==> config.mk <==
export PLATFORM = sky130hd
export DESIGN_NAME = bmmc_ctrl
export DESIGN_NICKNAME = d
export VERILOG_FILES = /design/src/hw/rtl/bmmc_pkg.sv /design/src/hw/rtl/bmmc_ctrl.sv
export SDC_FILE = /design/constraint.sdc
export NUM_CORES = 1
export LEC_CHECK = 0
export BUFFER_PORTS_ARGS = -buffer_cell sky130_fd_sc_hd__buf_2
export CORE_AREA = 2 2 39 41
export CTS_CLUSTER_SIZE = 12
export DETAILED_ROUTE_END_ITERATION = 8
export DIE_AREA = 0 0 41 43
export PLACE_DENSITY = 0.38
export SYNTH_ARGS = -nofsm -noshare
export SYNTH_HDL_FRONTEND = slang
export SYNTH_SLANG_ARGS = --single-unit
==> constraint.sdc <==
create_clock -name aclk -period 0.9 [get_ports aclk]
set_input_delay 0.27 -clock aclk [delete_from_list [all_inputs] [get_ports aclk]]
set_output_delay 0.27 -clock aclk [all_outputs]
set_load 0.02 [all_outputs]
==> src/hw/rtl/bmmc_pkg.sv <==
// ============================================================================
// bmmc_pkg: shared types and constants for the bank mapped memory controller
// Access kinds, segment and I/O page decode points, FSM states and the
// layout of one result word.
// ============================================================================
package bmmc_pkg;

    localparam int WORK_RAM_DEPTH = 8192;
    localparam int RAM_AW         = $clog2(WORK_RAM_DEPTH);

    typedef enum logic [1:0] {
        ACT_MEM_RD  = 2'd0,
        ACT_MEM_WR  = 2'd1,
        ACT_SET_MAP = 2'd2,
        ACT_GET_MAP = 2'd3
    } bmmc_action_t;

    localparam logic [7:0] SEG_ROM_LAST    = 8'hF7;
    localparam logic [7:0] SEG_RAM_LAST    = 8'hFB;
    localparam logic [7:0] SEG_UNUSED_LAST = 8'hFE;

    localparam logic [12:0] IO_VIDEO_LAST   = 13'h03FF;
    localparam logic [12:0] IO_TIMER_RELOAD = 13'h0C00;
    localparam logic [12:0] IO_TIMER_CTRL   = 13'h0C01;
    localparam logic [12:0] IO_PAD_FIRST    = 13'h1000;
    localparam logic [12:0] IO_PAD_LAST     = 13'h13FF;
    localparam logic [12:0] IO_IRQ_MASK     = 13'h1402;
    localparam logic [12:0] IO_IRQ_TIMER    = 13'h1403;

    localparam logic [7:0] PAD_VALUE = 8'hBF;
    localparam logic [7:0] OPEN_BUS  = 8'hFF;

    typedef enum logic [1:0] {
        ST_CLEAR = 2'd0,
        ST_IDLE  = 2'd1,
        ST_DONE  = 2'd2
    } bmmc_state_t;

    // last member sits in the lowest bits
    typedef struct packed {
        logic        rom_write_fault;
        logic        timer_irq_request;
        logic [7:0]  video_data;
        logic [1:0]  video_port;
        logic        video_is_write;
        logic        video_access;
        logic [20:0] rom_address;
        logic        rom_read;
        logic [7:0]  read_data;
    } bmmc_result_t;

    typedef struct packed {
        logic accept;
        logic load_out;
        logic clear;
    } bmmc_cmd_t;

    typedef struct packed {
        logic clear_last;
    } bmmc_status_t;

endpackage

==> src/hw/rtl/bmmc_ctrl.sv <==
// ============================================================================
// bmmc_ctrl: sequencing for the bank mapped memory controller
// Runs the work RAM clear after reset, takes one word at a time and owns
// the result valid flag.
// ============================================================================
module bmmc_ctrl
    import bmmc_pkg::*;
(
    input  logic         aclk,
    input  logic         aresetn,
    input  logic         s_tvalid,
    output logic         s_tready,
    output logic         m_tvalid,
    input  logic         m_tready,
    input  bmmc_status_t status,
    output bmmc_cmd_t    cmd
);

    bmmc_state_t state_reg, state_next;
    logic        m_valid_reg, m_valid_next;

    always_ff @(posedge aclk) begin
        if (!aresetn) begin
            state_reg   <= ST_CLEAR;
            m_valid_reg <= 1'b0;
        end else begin
            state_reg   <= state_next;
            m_valid_reg <= m_valid_next;
        end
    end

    always_comb begin
        state_next   = state_reg;
        cmd          = '0;
        s_tready     = 1'b0;
        m_valid_next = m_valid_reg;
        if (m_valid_reg && m_tready) begin
            m_valid_next = 1'b0;
        end
        case (state_reg)
            ST_CLEAR: begin
                cmd.clear = 1'b1;
                if (status.clear_last) begin
                    state_next = ST_IDLE;
                end
            end
            ST_IDLE: begin
                s_tready = 1'b1;
                if (s_tvalid) begin
                    cmd.accept = 1'b1;
                    state_next = ST_DONE;
                end
            end
            ST_DONE: begin
                if (!m_valid_reg || m_tready) begin
                    cmd.load_out = 1'b1;
                    m_valid_next = 1'b1;
                    state_next   = ST_IDLE;
                end
            end
            default: begin
                state_next = ST_IDLE;
            end
        endcase
    end

    assign m_tvalid = m_valid_reg;

endmodule

==> run_results.csv <==
group,metric,value,unit
run_status,outcome,"finished with violations",
run_status,violations,"setup timing",
final_layout,final_layout_size_suffix_gt1_frac,0.750,
drt,drc_errors,0,
grt,overflow,0,
floorplan,die_w,41,µm
drt,ant_nets,0,
synthesis,syn-instance-count,16,
power,total_power,0.502,mW
drt,first_pass_iters,2,
timing,fin_crit_sh,1.37,
floorplan,die_area,1760,µm²
cts,clk_latency,0.23,ns
setup_path,critPathKind,"reg -> out",
flow_run,cap_violations,0,
power,max-vdd-ir-drop,0.461,mV
synthesis,syn_avg_cell_area,9.78,µm²
grt,grt_max_degree,7,
drt,vias_per_cell,3.71,
timing,clock.fmax,810,MHz
place,place_congestion,0.598,
cts,root_buffer,"clkbuf_4",
synthesis,ys_ff_latch,3,
timing,hold_viol,0,
cts,cts.path.max_buffers,2,
drt,detail_route.iter0.violations,5,
setup_path,r2r-end,"state_reg[0]$_SDFFE_PN0P_",
setup_path,cp-start-kind,"flip-flop",
setup_path,worst_ep_arrival_time,0.97,ns
final_layout,nNetsFinal,42,
final_layout,diodes,0,
drt,wirelength,438,µm
setup_path,r2r_slack,-0.13,ns
timing,timing.final.ws_setup,-0.335,ns
cts,cts.htree.levels,1,
final_layout,multiInputGateArea,110,µm²
timing,slew_headroom,0.920,
floorplan,start_util,0.113,
synthesis,synth_seq_area_share,0.384,
timing,fin_hold_ws,0.302,ns
setup_path,crit_required,0.63,ns
grt,antenna_found_initial,0,
final_layout,mostFrequentLayoutCells,"6 x buf_4, 6 x buf_6, 4 x buf_2, 3 x clkbuf_4",
cts,cts.clk_slew.worst_paths,0.04,ns
grt,grt_pass1_vias,201,
power,power_density,1390,nW/µm²
drt,wl_per_cell,8.42,µm
min_path,hold_class,"in -> reg",
place,portBuffers,9,
setup_path,endpoint_kind,"output port",
setup_path,worstPathMaxFanout,6,
synthesis,ys_types,10,
floorplan,core_area,1380,µm²
cts,numCtsBuffers,3,
floorplan,rows,14,
drt,vias,193,
final_layout,ff_latch_area,68.8,µm²
power,leakagePower,0.174,nW
setup_path,timing.rr.start,"state_reg[0]$_SDFFE_PN0P_",
timing,drv_slew,0,
final_layout,fill_cells,154,
setup_path,startpoint,"state_reg[1]$_SDFFE_PN0P_",
cts,clock-sinks,3,
timing,rsz0062_at_grt,"true",
grt,grt_use_total,0.0732,
setup_path,rr_worst_depth,4,
timing,setup_viol,7,
floorplan,die_h,43,µm
timing,finalClockSkew,0.00475,ns
synthesis,ys_warn_count,0,
final_layout,largest_reg_flops,2,
cts,cts_tree,"yes",
grt,grt_pass1_wl,779,µm
final_layout,area_delta_synth_final,131,%
timing,worstMarginPinSlew,0.119,ns
setup_path,crit_end,"cmd[2]",
timing,fin_crit,1.24,ns
synthesis,synth.net_count,21,
synthesis,syn_area,156,µm²
floorplan,pin_count,10,
-- worst max-delay path, cell delays in order (launching register included) --
cell and delay [ns]:
dfxtp_4 0.36, nand3b_1 0.19, inv_2 0.07, buf_6 0.11
-- layer usage --
metal / track usage / part of all wire / up-vias
li1: - / - / 96
met3: 0.0628 / 0.12 / 2
met5: 0 / 0 / -
met2: 0.0906 / 0.44 / 12
met1: 0.0737 / 0.42 / 83
met4: 0.0600 / 0.018 / 0
-- final cells by class --
class,count,share of cell area
Sequential cell,3,0.190
Inverter,1,0.0104
Clock buffer,4,0.0727
Multi-Input combinational cell,12,0.304
Tap cell,16,0.0554
Timing Repair Buffer,16,0.367
-- cells in the mapped netlist --
cell type	count	area, µm²
a21boi_1	2	15.0
dfxtp_1	3	60.1
inv_1	1	3.75
nand2b_1	2	12.5
nand3b_1	1	7.51
nand4bb_1	1	11.3
nor2_1	1	3.75
nor2b_1	3	18.8
nor2b_4	1	13.8
o311a_1	1	10.0
-- power breakdown --
part,internal (mW),switching [mW],total [mW]
clock,0.166,0.0700,0.236
combinational,0.0738,0.0436,0.117
sequential,0.139,0.00956,0.148
total,0.379,0.123,0.502
-- stage by stage --
step / TNS (ns) / worst slack, ns / util / area, µm² / cells
finish: -1.56 / -0.335 / 0.261 / 362 / 52
global route: -1.91 / -0.382 / 0.261 / 362 / 52
CTS: -1.44 / -0.344 / 0.250 / 347 / 50
detailed placement: -0.569 / -0.177 / 0.202 / 279 / 46
global placement: -0.429 / -0.152 / 0.202 / 279 / 46
floorplan: -0.0433 / -0.0206 / - / 176 / 16
-- logic make-up (layout without fill, tap and decap cells) --
kind of cell    count (synthesis)  count (layout)  share of synthesized area
compound gates                  3               3                      0.160
buf+inv                         1              21                     0.0240
simple gates                    9               9                      0.432
flops                           3               3                      0.384
-- timing repair --
action,in CTS,in global routing
buffers inserted,0,2
pin swaps,2,0
hold buffers,0,0
endpoints found under the setup margin,7,7
hold endpoints to repair,0,0
resized for setup,14,0
-- worst min path at each step --
stage                              start                        end  depth (start not counted)
4_1_cts                          aresetn  state_reg[0]$_SDFFE_PN0P_                          2
6_report                         aresetn  state_reg[0]$_SDFFE_PN0P_                          2
3_5_place_dp   state_reg[1]$_SDFFE_PN0P_        m_tvalid$_SDFF_PN0_                          2
3_3_place_gp   state_reg[1]$_SDFFE_PN0P_        m_tvalid$_SDFF_PN0_                          2
2_1_floorplan                    aresetn  state_reg[0]$_SDFFE_PN0P_                          1
5_1_grt                          aresetn  state_reg[0]$_SDFFE_PN0P_                          2
Note: power is estimated with default switching activity, not from simulation.
